<file path="config.mk">
export PLATFORM = sky130hd
export DESIGN_NAME = rgb565_to_bmp24_stream_encoder_top
export DESIGN_NICKNAME = d
export VERILOG_FILES = /design/src/rtl/r2b_pkg.sv /design/src/rtl/r2b_hdr.sv /design/src/rtl/rgb565_to_bmp24_stream_encoder_top.sv
export SDC_FILE = /design/constraint.sdc
export NUM_CORES = 1
export LEC_CHECK = 0
export BUFFER_PORTS_ARGS = -buffer_cell sky130_fd_sc_hd__buf_2
export CAP_MARGIN = 20
export CORE_AREA = 2 2 173 242
export DETAILED_ROUTE_END_ITERATION = 12
export DIE_AREA = 0 0 175 244
export GPL_TIMING_DRIVEN = 0
export PLACE_DENSITY = 0.68
export SYNTH_ARGS = -nofsm -noshare
export SYNTH_HDL_FRONTEND = slang
export SYNTH_SLANG_ARGS = --single-unit
</file>
<file path="constraint.sdc">
create_clock -name clk_i -period 5.3 [get_ports clk_i]
set_input_delay 0.53 -clock clk_i [delete_from_list [all_inputs] [get_ports clk_i]]
set_output_delay 0.53 -clock clk_i [all_outputs]
set_load 0.02 [all_outputs]
</file>
<file path="src/rtl/r2b_pkg.sv">
// r2b_pkg: shared types, header constants and channel expansion helpers
// for the rgb565 to bmp24 stream encoder; no dependencies
package r2b_pkg;

  localparam int unsigned CfgW    = 13;  // width of the dimension registers
  localparam int unsigned IdxW    = 6;   // byte index within the header
  localparam int unsigned RowW    = 15;  // width of the padded row size in bytes
  localparam int unsigned ImgW    = 28;  // width of the image size in bytes

  localparam logic [IdxW-1:0] HdrLast  = IdxW'(53);  // last header byte
  localparam logic [IdxW-1:0] PixLast  = IdxW'(2);   // last of B, G, R
  localparam logic [31:0]     HdrBytes = 32'd54;
  localparam logic [31:0]     InfoBytes = 32'd40;
  localparam logic [7:0]      BitsPerPixel = 8'd24;
  localparam logic [7:0]      ChrB = 8'h42;
  localparam logic [7:0]      ChrM = 8'h4D;
  localparam logic [7:0]      PlanesLo = 8'd1;

  localparam logic [0:0] RegWidth  = 1'b0;
  localparam logic [0:0] RegHeight = 1'b1;

  typedef enum logic [1:0] {
    PH_HDR,
    PH_PIX,
    PH_PAD
  } phase_e;

  // c*255/31 rounded down: 8c plus floor(7c/31) by reciprocal
  function automatic logic [7:0] expand5(logic [4:0] c);
    logic [15:0] prod;
    prod = 16'(c) * 16'd1855;
    return {c, 3'b000} | {5'b00000, prod[15:13]};
  endfunction

  // g*255/63 rounded down: 4g plus floor(g/21)
  function automatic logic [7:0] expand6(logic [5:0] g);
    logic [1:0] q;
    if (g >= 6'd63) begin
      q = 2'd3;
    end else if (g >= 6'd42) begin
      q = 2'd2;
    end else if (g >= 6'd21) begin
      q = 2'd1;
    end else begin
      q = 2'd0;
    end
    return {g, 2'b00} | {6'b000000, q};
  endfunction

endpackage

</file>
<file path="src/rtl/r2b_hdr.sv">
// r2b_hdr: bmp header values (row size, image size, file size) and the
// header byte selected by index; uses r2b_pkg
module r2b_hdr (
  input  logic                       clk_i,
  input  logic [r2b_pkg::CfgW-1:0]   width_i,
  input  logic [r2b_pkg::CfgW-1:0]   height_i,
  input  logic [r2b_pkg::IdxW-1:0]   idx_i,
  output logic [7:0]                 byte_o
);

  logic [r2b_pkg::RowW-1:0] row_q, row_d;
  logic [r2b_pkg::ImgW-1:0] img_q, img_d;
  logic [31:0]              fsz_q, fsz_d;
  logic [31:0]              img32;
  logic [31:0]              neg_h;
  logic [31:0]              word;
  logic [1:0]               lane;

  // derived sizes, one register per step; the user keeps dimensions stable while busy (unchecked)
  always_comb begin
    row_d = r2b_pkg::RowW'(17'(width_i) * 17'd3 + 17'd3) & ~r2b_pkg::RowW'(3);
    img_d = r2b_pkg::ImgW'(row_q) * r2b_pkg::ImgW'(height_i);
    fsz_d = 32'(img_q) + r2b_pkg::HdrBytes;
  end

  always_ff @(posedge clk_i) begin
    row_q <= row_d;
    img_q <= img_d;
    fsz_q <= fsz_d;
  end

  assign img32 = 32'(img_q);
  assign neg_h = 32'd0 - 32'(height_i);

  always_comb begin
    word = 32'd0;
    lane = 2'd0;
    unique case (idx_i)
      6'd0: word = 32'(r2b_pkg::ChrB);
      6'd1: word = 32'(r2b_pkg::ChrM);
      6'd2, 6'd3, 6'd4, 6'd5: begin
        word = fsz_q;
        lane = 2'(idx_i - 6'd2);
      end
      6'd10, 6'd11, 6'd12, 6'd13: begin
        word = r2b_pkg::HdrBytes;
        lane = 2'(idx_i - 6'd10);
      end
      6'd14, 6'd15, 6'd16, 6'd17: begin
        word = r2b_pkg::InfoBytes;
        lane = 2'(idx_i - 6'd14);
      end
      6'd18, 6'd19, 6'd20, 6'd21: begin
        word = 32'(width_i);
        lane = 2'(idx_i - 6'd18);
      end
      6'd22, 6'd23, 6'd24, 6'd25: begin
        word = neg_h;
        lane = 2'(idx_i - 6'd22);
      end
      6'd26: word = 32'(r2b_pkg::PlanesLo);
      6'd28: word = 32'(r2b_pkg::BitsPerPixel);
      6'd34, 6'd35, 6'd36, 6'd37: begin
        word = img32;
        lane = 2'(idx_i - 6'd34);
      end
      default: word = 32'd0;
    endcase
  end

  assign byte_o = word[{lane, 3'b000} +: 8];

endmodule

</file>
<file path="src/rtl/rgb565_to_bmp24_stream_encoder_top.sv">
// rgb565_to_bmp24_stream_encoder_top: rgb565 pixels in, 24-bit top-down bmp
// byte stream out; uses r2b_pkg and r2b_hdr
//
// a taken word waits in the pixel register; its bytes leave through the
// output register, one byte per cycle while the receiver is ready: 3 per
// pixel, plus 0..3 pad bytes at row end and 54 header bytes on a frame's
// first pixel; the byte-wide output register sets this. the next pixel is
// taken at the edge that moves the last byte of the current one into the
// output register. reset: counters zero, width 320, height 240, output empty.
module rgb565_to_bmp24_stream_encoder_top #(
  parameter int unsigned MAX_DIMENSION = 4096
) (
  input  logic        clk_i,
  input  logic        rst_ni,

  // configuration write channel
  input  logic        cfg_valid_i,
  output logic        cfg_ready_o,
  input  logic [0:0]  cfg_index_i,
  input  logic [12:0] cfg_data_i,

  // pixel input
  input  logic        s_axis_tvalid_i,
  output logic        s_axis_tready_o,
  input  logic [15:0] s_axis_tdata_i,   // pixel_rgb565[15:0]

  // byte output
  output logic        m_axis_tvalid_o,
  input  logic        m_axis_tready_i,
  output logic [7:0]  m_axis_tdata_o,   // out_byte[7:0]
  output logic        m_axis_tlast_o,   // run_last
  output logic        m_axis_tuser_o    // frame_end[0]
);

  localparam int unsigned CntW = $clog2(MAX_DIMENSION);
  localparam logic [16:0] MaxDim = 17'(MAX_DIMENSION);

  // configuration registers
  logic [r2b_pkg::CfgW-1:0] width_q, height_q;
  logic [r2b_pkg::CfgW-1:0] w_eff, h_eff;

  // raster position
  logic [CntW-1:0] col_q, col_d;
  logic [CntW-1:0] row_q, row_d;

  // held pixel and what it causes
  logic        item_valid_q, item_valid_d;
  logic [15:0] pix_q;
  logic        row_end_q, last_row_q;
  logic        hdr_now, row_end_now, last_row_now;

  // byte sequencer
  r2b_pkg::phase_e phase_q, phase_d;
  logic [r2b_pkg::IdxW-1:0] idx_q, idx_d;
  logic [1:0]  pad;
  logic        advance, last_byte, in_take;
  logic [7:0]  seq_byte, hdr_byte;

  // output register
  logic        out_valid_q;
  logic [7:0]  out_byte_q;
  logic        out_last_q, out_fend_q;

  function automatic logic [r2b_pkg::CfgW-1:0] clamp_dim(logic [r2b_pkg::CfgW-1:0] v);
    if (v == '0) begin
      return r2b_pkg::CfgW'(1);
    end else if (17'(v) > MaxDim) begin
      return MaxDim[r2b_pkg::CfgW-1:0];
    end else begin
      return v;
    end
  endfunction

  assign cfg_ready_o = 1'b1;

  always_ff @(posedge clk_i or negedge rst_ni) begin
    if (!rst_ni) begin
      width_q  <= r2b_pkg::CfgW'(320);
      height_q <= r2b_pkg::CfgW'(240);
    end else if (cfg_valid_i) begin
      unique case (cfg_index_i)
        r2b_pkg::RegWidth:  width_q  <= cfg_data_i;
        r2b_pkg::RegHeight: height_q <= cfg_data_i;
        default: ;
      endcase
    end
  end

  assign w_eff = clamp_dim(width_q);
  assign h_eff = clamp_dim(height_q);

  // zero bytes after a row: row size rounded to four minus 3*width
  assign pad = 2'(2'd0 - 2'(w_eff[1:0] * 2'd3));

  // decisions for the incoming pixel, taken from the counters now
  assign hdr_now      = (col_q == '0) && (row_q == '0);
  assign row_end_now  = (17'(col_q) + 17'd1) >= 17'(w_eff);
  assign last_row_now = (17'(row_q) + 17'd1) >= 17'(h_eff);

  // sequencer moves when the output register is free or being drained
  assign advance = item_valid_q && (!out_valid_q || m_axis_tready_i);

  always_comb begin
    last_byte = 1'b0;
    unique case (phase_q)
      r2b_pkg::PH_HDR: last_byte = 1'b0;
      r2b_pkg::PH_PIX: last_byte = (idx_q == r2b_pkg::PixLast) &&
                                   !(row_end_q && (pad != 2'd0));
      r2b_pkg::PH_PAD: last_byte = (idx_q == r2b_pkg::IdxW'(pad - 2'd1));
      default:         last_byte = 1'b0;
    endcase
  end

  assign s_axis_tready_o = !item_valid_q || (advance && last_byte);
  assign in_take         = s_axis_tvalid_i && s_axis_tready_o;

  // raster counters move when a pixel is taken
  always_comb begin
    col_d = col_q;
    row_d = row_q;
    if (in_take) begin
      if (row_end_now) begin
        col_d = '0;
        row_d = last_row_now ? '0 : row_q + CntW'(1);
      end else begin
        col_d = col_q + CntW'(1);
      end
    end
  end

  // next phase and byte index
  always_comb begin
    phase_d      = phase_q;
    idx_d        = idx_q;
    item_valid_d = item_valid_q;
    if (in_take) begin
      item_valid_d = 1'b1;
      phase_d      = hdr_now ? r2b_pkg::PH_HDR : r2b_pkg::PH_PIX;
      idx_d        = '0;
    end else if (advance && last_byte) begin
      item_valid_d = 1'b0;
    end else if (advance) begin
      idx_d = idx_q + r2b_pkg::IdxW'(1);
      unique case (phase_q)
        r2b_pkg::PH_HDR: begin
          if (idx_q == r2b_pkg::HdrLast) begin
            phase_d = r2b_pkg::PH_PIX;
            idx_d   = '0;
          end
        end
        r2b_pkg::PH_PIX: begin
          if (idx_q == r2b_pkg::PixLast) begin
            phase_d = r2b_pkg::PH_PAD;
            idx_d   = '0;
          end
        end
        r2b_pkg::PH_PAD: ;
        default: ;
      endcase
    end
  end

  // byte for the current phase and index
  always_comb begin
    seq_byte = 8'd0;
    unique case (phase_q)
      r2b_pkg::PH_HDR: seq_byte = hdr_byte;
      r2b_pkg::PH_PIX: begin
        unique case (idx_q[1:0])
          2'd0:    seq_byte = r2b_pkg::expand5(pix_q[4:0]);
          2'd1:    seq_byte = r2b_pkg::expand6(pix_q[10:5]);
          2'd2:    seq_byte = r2b_pkg::expand5(pix_q[15:11]);
          default: seq_byte = 8'd0;
        endcase
      end
      r2b_pkg::PH_PAD: seq_byte = 8'd0;
      default:         seq_byte = 8'd0;
    endcase
  end

  r2b_hdr u_hdr (
    .clk_i    (clk_i),
    .width_i  (w_eff),
    .height_i (h_eff),
    .idx_i    (idx_q),
    .byte_o   (hdr_byte)
  );

  always_ff @(posedge clk_i or negedge rst_ni) begin
    if (!rst_ni) begin
      col_q        <= '0;
      row_q        <= '0;
      item_valid_q <= 1'b0;
      phase_q      <= r2b_pkg::PH_HDR;
      idx_q        <= '0;
      out_valid_q  <= 1'b0;
    end else begin
      col_q        <= col_d;
      row_q        <= row_d;
      item_valid_q <= item_valid_d;
      phase_q      <= phase_d;
      idx_q        <= idx_d;
      if (advance) begin
        out_valid_q <= 1'b1;
      end else if (m_axis_tready_i) begin
        out_valid_q <= 1'b0;
      end
    end
  end

  // payload registers
  always_ff @(posedge clk_i) begin
    if (in_take) begin
      pix_q      <= s_axis_tdata_i;
      row_end_q  <= row_end_now;
      last_row_q <= last_row_now;
    end
    if (advance) begin
      out_byte_q <= seq_byte;
      out_last_q <= last_byte;
      out_fend_q <= last_byte && row_end_q && last_row_q;
    end
  end

  assign m_axis_tvalid_o = out_valid_q;
  assign m_axis_tdata_o  = out_byte_q;
  assign m_axis_tlast_o  = out_last_q;
  assign m_axis_tuser_o  = out_fend_q;

endmodule

</file>
## Yosys cells after proc, flatten, opt, wreduce, memory -nomap -nowiden

Index checks and enable logic that the tools add are counted.

- Output and inout bits: 13
- Input port bits: 35
- Register bits: 159
- Word-level logic and storage cells: 155

- Add/subtract/negate cells: 16
- Multiply operators: 5
- Bitwise logic cells: 4
- $lt $le $gt $ge: 7
- Eq/ne operators: 36
- Shift-type cells: 1
- Mux-type cells: 33
- Reductions and logical operators: 36

Operator list:

| operator | number |
|---|---|
| 32-bit one-hot mux with 10 select lines | 1 |
| 6-bit by 5-bit equality test with 1-bit output (second input constant) | 12 |
| 13-bit 2-to-1 mux | 4 |
| 6-bit by 4-bit equality test with 1-bit output (second input constant) | 6 |
| 5-bit by 11-bit multiplier with 16-bit output (second input constant) | 2 |
| 32-bit by 6-bit indexed part select with 8-bit output | 1 |
| 6-bit equality test (second input constant) | 5 |
| 6-bit 2-to-1 mux | 5 |
| 28-bit by 6-bit adder with 29-bit output (second input constant) | 1 |
| 12-bit by 1-bit adder with 13-bit output (second input constant) | 2 |
| 13-bit >= comparator | 2 |
| 13-bit greater-than comparator (second input constant) | 2 |
| 13-bit zero test | 2 |
| 13-bit by 13-bit multiplier with 26-bit output | 1 |
| 12-bit by 1-bit adder with 12-bit output (second input constant) | 2 |
| 12-bit zero test | 2 |
| 12-bit 2-to-1 mux | 2 |
| 8-bit one-hot mux with 3 select lines | 1 |
| 4-bit OR reduction | 6 |
| 2-bit 2-to-1 mux | 9 |
| 8-bit by 3-bit OR with 8-bit output | 2 |
| 8-bit one-hot mux with 2 select lines | 1 |
| 15-bit by 2-bit adder with 15-bit output (second input constant) | 1 |
| 13-bit by 2-bit multiplier with 15-bit output (second input constant) | 1 |
| other kinds (32) | 65 |

## Depth between registers and ports, before layout

- Depth after elaboration: 15
- Gate-level depth with buffers: 23
- Depth with buffers taken out: 20

## Hierarchy

Synthesis repeated with hierarchy kept, for this count alone.

- Cells, all modules: 1766
- Area, all modules: 16265.6 µm²

Modules (own cells, without submodules):

| module | sequential area each (µm²) | area each (µm²) | cells an instance | times used |
|---|---|---|---|---|
| r2b_hdr | 1321.3 | 9357.7 | 1071 | 1 |
| rgb565_to_bmp24_stream_encoder_top | 2349.8 | 6907.9 | 695 | 1 |

## Worst setup path before layout

OpenSTA, ideal clock, no wires.

- Path kind: register to register
- Start point: register height_q[12] (netlist bit)
- End point: register u_hdr.img_q[27] (netlist bit)
- Clock period less this slack: 5.564 ns
- Arrival: 5.437 ns
- Library setup time: 0.127 ns
- Buffers on the path: 3
- Required time: 5.173 ns
- Cell stages (with the launch flop): 21
- Setup slack: -0.264 ns
- Cells stage by stage: dfrtp_1 -> clkbuf_1 -> clkbuf_1 -> nor2b_1 -> clkbuf_1 -> nand2_1 -> fa_1 -> inv_1 -> fa_1 -> fa_1 -> fa_1 -> inv_1 -> fa_1 -> inv_1 -> ha_1 -> and3_1 -> and3_1 -> a21oi_1 -> a21oi_1 -> a221oi_1 -> xnor2_1

- Longest elaborated chain between the ends: 4
- Elaborated cells on any way between the ends: 5
- Classes of those cells: mul: 1; order compare: 1; mux: 2; reduce/logical: 1

Ends and longest elaborated chain:

| item | RTL line | RTL |
|---|---|---|
| from (decl) | rgb565_to_bmp24_stream_encoder_top.sv:39 | `logic [r2b_pkg::CfgW-1:0] width_q, height_q;` |
| from (signal assigned) | rgb565_to_bmp24_stream_encoder_top.sv:79 | `height_q <= r2b_pkg::CfgW'(240);` |
| from (signal assigned) | rgb565_to_bmp24_stream_encoder_top.sv:83 | `r2b_pkg::RegHeight: height_q <= cfg_data_i;` |
| 13-bit greater-than comparator | rgb565_to_bmp24_stream_encoder_top.sv:67 | `end else if (17'(v) > MaxDim) begin` |
| 13-bit 2-to-1 mux | rgb565_to_bmp24_stream_encoder_top.sv:67 |  |
| 13-bit 2-to-1 mux (*) | rgb565_to_bmp24_stream_encoder_top.sv:65 | `if (v == '0) begin` |
| 13-bit by 13-bit multiplier with 26-bit output (*) | r2b_hdr.sv:22 | `img_d = r2b_pkg::ImgW'(row_q) * r2b_pkg::ImgW'(height_i);` |
| named net u_hdr.img_d, one bit | r2b_hdr.sv:12 | `logic [r2b_pkg::ImgW-1:0] img_q, img_d;` |
| to (signal assigned) | r2b_hdr.sv:28 | `img_q <= img_d;` |
| to (decl) | r2b_hdr.sv:12 |  |

The timed path passes the listed nets; every way through them passes the cells marked *.
A chain may end at the register's enable or synchronous reset.

## Worst setup path in the final report

- Start point: register height_q[12] (netlist bit)
- End point: register u_hdr.img_q[24] (netlist bit)

The elaborated chain is that of the path after synthesis.

==> results.toml <==
[status]
outcome = "finished, violations left"
violations = "negative setup slack"

[sta]
fmax_mhz = 186
setup_ws_ns = -0.0670
fin_crit_sh = 1.01
worst_pin_slew_ns = 1.00
relSlewSlack = 0.324
whs_ns = 0.0965
setup-violations-final = 5
period_needed_ns = 5.37
finalClockSkew_ns = 0.0158
hold_viol_final = 0
rsz0062_at_grt = "true"
slew_viol_final = 0

[logic_synthesis]
synth_xor_area_frac = 0.0491
syn_area_um2 = 16000
synth_compound_area_frac = 0.117
synth_edf_count = 28
syn_nets = 2091
synth_top_family_by_area = "adder cells"
synthAdderAreaFrac = 0.324
yosys.area_share.simple = 0.162
synth_area_leaders = "fa_1, ha_1, dfrtp_1"
synthMuxAreaShare = 0.0390
yosysTopAreaCellShare = 0.176
yosys_warnings = 0
synth_cells = 1725
avgSynthCellArea_um2 = 9.30
synth_top_area_cell = "fa_1"
ys.flop_type = "dfxtp_1"
async_reset_ff_frac = 0.390
synth-seq-cells = 154
synthTopCellsByCount = "inv_1, ha_1, nand2_1"
yosys.cell_types.count = 94
synth_most_common_cell = "inv_1"
ys_seq_area_frac = 0.229

[critical_path]
arrival_ns = 5.74
crit_path_frequent_cell = "fa_1"
path_delay_family = "adder cells"
path_max_fanout = 5
worstSetupStartpointType = "register"
path_cells = "buf_4, buf_4, nor2b_4, buf_4, buf_2, and2_1, fa_1, inv_1, fa_1, inv_1, ha_1, ha_1, fa_1, fa_1, a21o_1, a21oi_2, o21bai_4, a211oi_4, o31ai_1, a21oi_1, xnor2_1"
worstSetupEndpointType = "register"
max_stage_delay_ns = 0.54
worstPathRequired_ns = 5.67
path_class = "register to register"
slowest_stage = "fa_1"
path_buf_inv = 6

[floorplan]
die_h_um = 244
core-area_um2 = 40400
rows = 87
die_area_um2 = 42700
io_pins = 48
initial_utilization = 0.397
die_w_um = 175

[layout]
drive_above_1_share = 0.169
num-nets-final = 2210
final_cell_area_um2 = 18600
diodes = 0
syn_to_final_growth_pct = 15.9
fillers = 3765

[clocking]
worst_skew_pair.late_latency_ns = 0.45
cts_hold_buf = 0
cts-buffers-inserted = 17
clock_sinks = 154
cts.clk_slew.worst_paths_ns = 0.07
clock_path_buffers = 2
ctsHtreeMaxLevel = 4
cts_tree = "built"
root_buffer = "clkbuf_16"

[detailed_routing]
via_count = 13190
ant_nets = 0
first_pass_iters = 8
drt-initial-drc-count = 960
wl_per_cell_um = 18.9
via_per_inst = 5.52
drcViolationCount = 0
wirelength_um = 45300

[grt]
overflow = 0
grt_pass1_wl_um = 71500
track_usage = 0.213
grt_max_degree = 35
grt_pass1_vias = 13774
antenna_found_initial = 0

[placed_design]
port_buffers = 46
finalWeightedCongestion = 0.909
detailed_place_hpwl_um = 35000
placed_cell_area_um2 = 17000

[flow_run]
cap_violations = 0

[worst_hold_path]
min_path_type = "input port to async pin"
-- state kept, by name (all words and copies together) (netlist names), 2 cells and up --
register,cells
phase_q,2
col_q,12
width_q,13
row_q,12
u_hdr.img_q,26
m_axis_tdata_o,8
pix_q,16
height_q,13
idx_q,6
u_hdr.fsz_q,27
u_hdr.row_q,13
-- cell type report --
class / instances / area [um2] / share of cell area
multi-input combinational: 1244 / 11600 / 0.622
sequential: 154 / 3670 / 0.198
inverter: 261 / 980 / 0.0527
tap: 534 / 668 / 0.0359
timing repair buffer: 100 / 663 / 0.0357
buffer: 66 / 480 / 0.0258
clock buffer: 20 / 468 / 0.0252
clock inverter: 12 / 103 / 0.00552
-- timing repair --
action / CTS / global route
setup endpoints to repair: 16 / 10
cloned: 2 / 1
hold endpoints to repair: 0 / 0
pin swaps: 43 / 47
setup buffers: 34 / 16
gates resized for setup: 112 / 42
-- cells by family (layout without fill, tap and decap cells) --
group | count (synthesis) | count (layout)
mux | 59 | 59
compound gates | 265 | 265
buf+inv | 327 | 459
flops | 154 | 154
simple gates | 498 | 498
fa+ha+maj | 331 | 331
xor+xnor | 90 | 90
other cells | 1 | 1
-- through the flow --
step,setup slack [ns],util,TNS (ns),instances
6_report,-0.0670,0.461,-0.267,2391
5_1_grt,-0.211,0.461,-1.33,2391
4_1_cts,-0.0341,0.454,-0.0578,2374
3_5_place_dp,-1.09,0.420,-10.58,2306
3_3_place_gp,-1.01,0.420,-9.69,2305
2_1_floorplan,-0.0250,-,-0.0682,1725
-- final timing paths --
kind | slack (ns) | from | cells past startpoint | end
worst max-delay path | -0.07 | height_q[12] | 21 | u_hdr.img_q[24]
worst min-delay path | 0.1 | rst_ni | 1 | col_q[9]
worst max register to register | -0.07 | height_q[12] | 21 | u_hdr.img_q[24]
worst min register to register | 0.49 | u_hdr.img_q[2] | 1 | u_hdr.fsz_q[2]
max in group asynchronous | 4.59 | rst_ni | 2 | row_q[1]
min in group clk_i | 0.26 | s_axis_tdata_i[3] | 1 | pix_q[3]
-- worst register-to-register path, cell delays in order (launching register included) --
cell and delay, ns:
dfrtp_2 0.43, buf_4 0.13, buf_4 0.11, nor2b_4 0.05, buf_4 0.14, buf_2 0.16
and2_1 0.18, fa_1 0.50, inv_1 0.06, fa_1 0.53, inv_1 0.04, ha_1 0.29
ha_1 0.32, fa_1 0.54, fa_1 0.48, a21o_1 0.21, a21oi_2 0.24, o21bai_4 0.13
a211oi_4 0.29, o31ai_1 0.12, a21oi_1 0.19, xnor2_1 0.15
-- placed cells by master, fill, tap and decap left out, types with 11 or more instances in the layout --
master,count
a211oi_1,12
a21o_1,18
a21oi_1,43
a31oi_1,17
and2_1,89
and3_1,21
buf_2,55
buf_4,51
clkbuf_1,31
clkbuf_16,21
dfrtp_1,51
dfxtp_1,66
edfxtp_1,28
fa_1,126
fa_2,15
ha_1,180
inv_1,252
mux2_2,27
mux2i_1,31
nand2_1,177
nand2b_1,16
nand3_1,28
nand4_1,16
nor2_1,40
nor2b_4,11
nor3_1,24
nor4_1,11
o21a_1,11
o21ai_0,40
xnor2_1,64
xor2_1,25
-- metal layers --
metal  track usage  share of wire  up-vias  routed length, um
met1         0.233           0.37     6516              16700
met4         0.139          0.067        0               3060
met3        0.0239          0.044      150               2000
li1              -              -     6032                  -
met5             0              0        -                  0
met2         0.387           0.52      492              23500
Power is left out: the tool's default activity adds up to more than one toggle a clock period on the data nets, which glitch-free logic cannot reach.
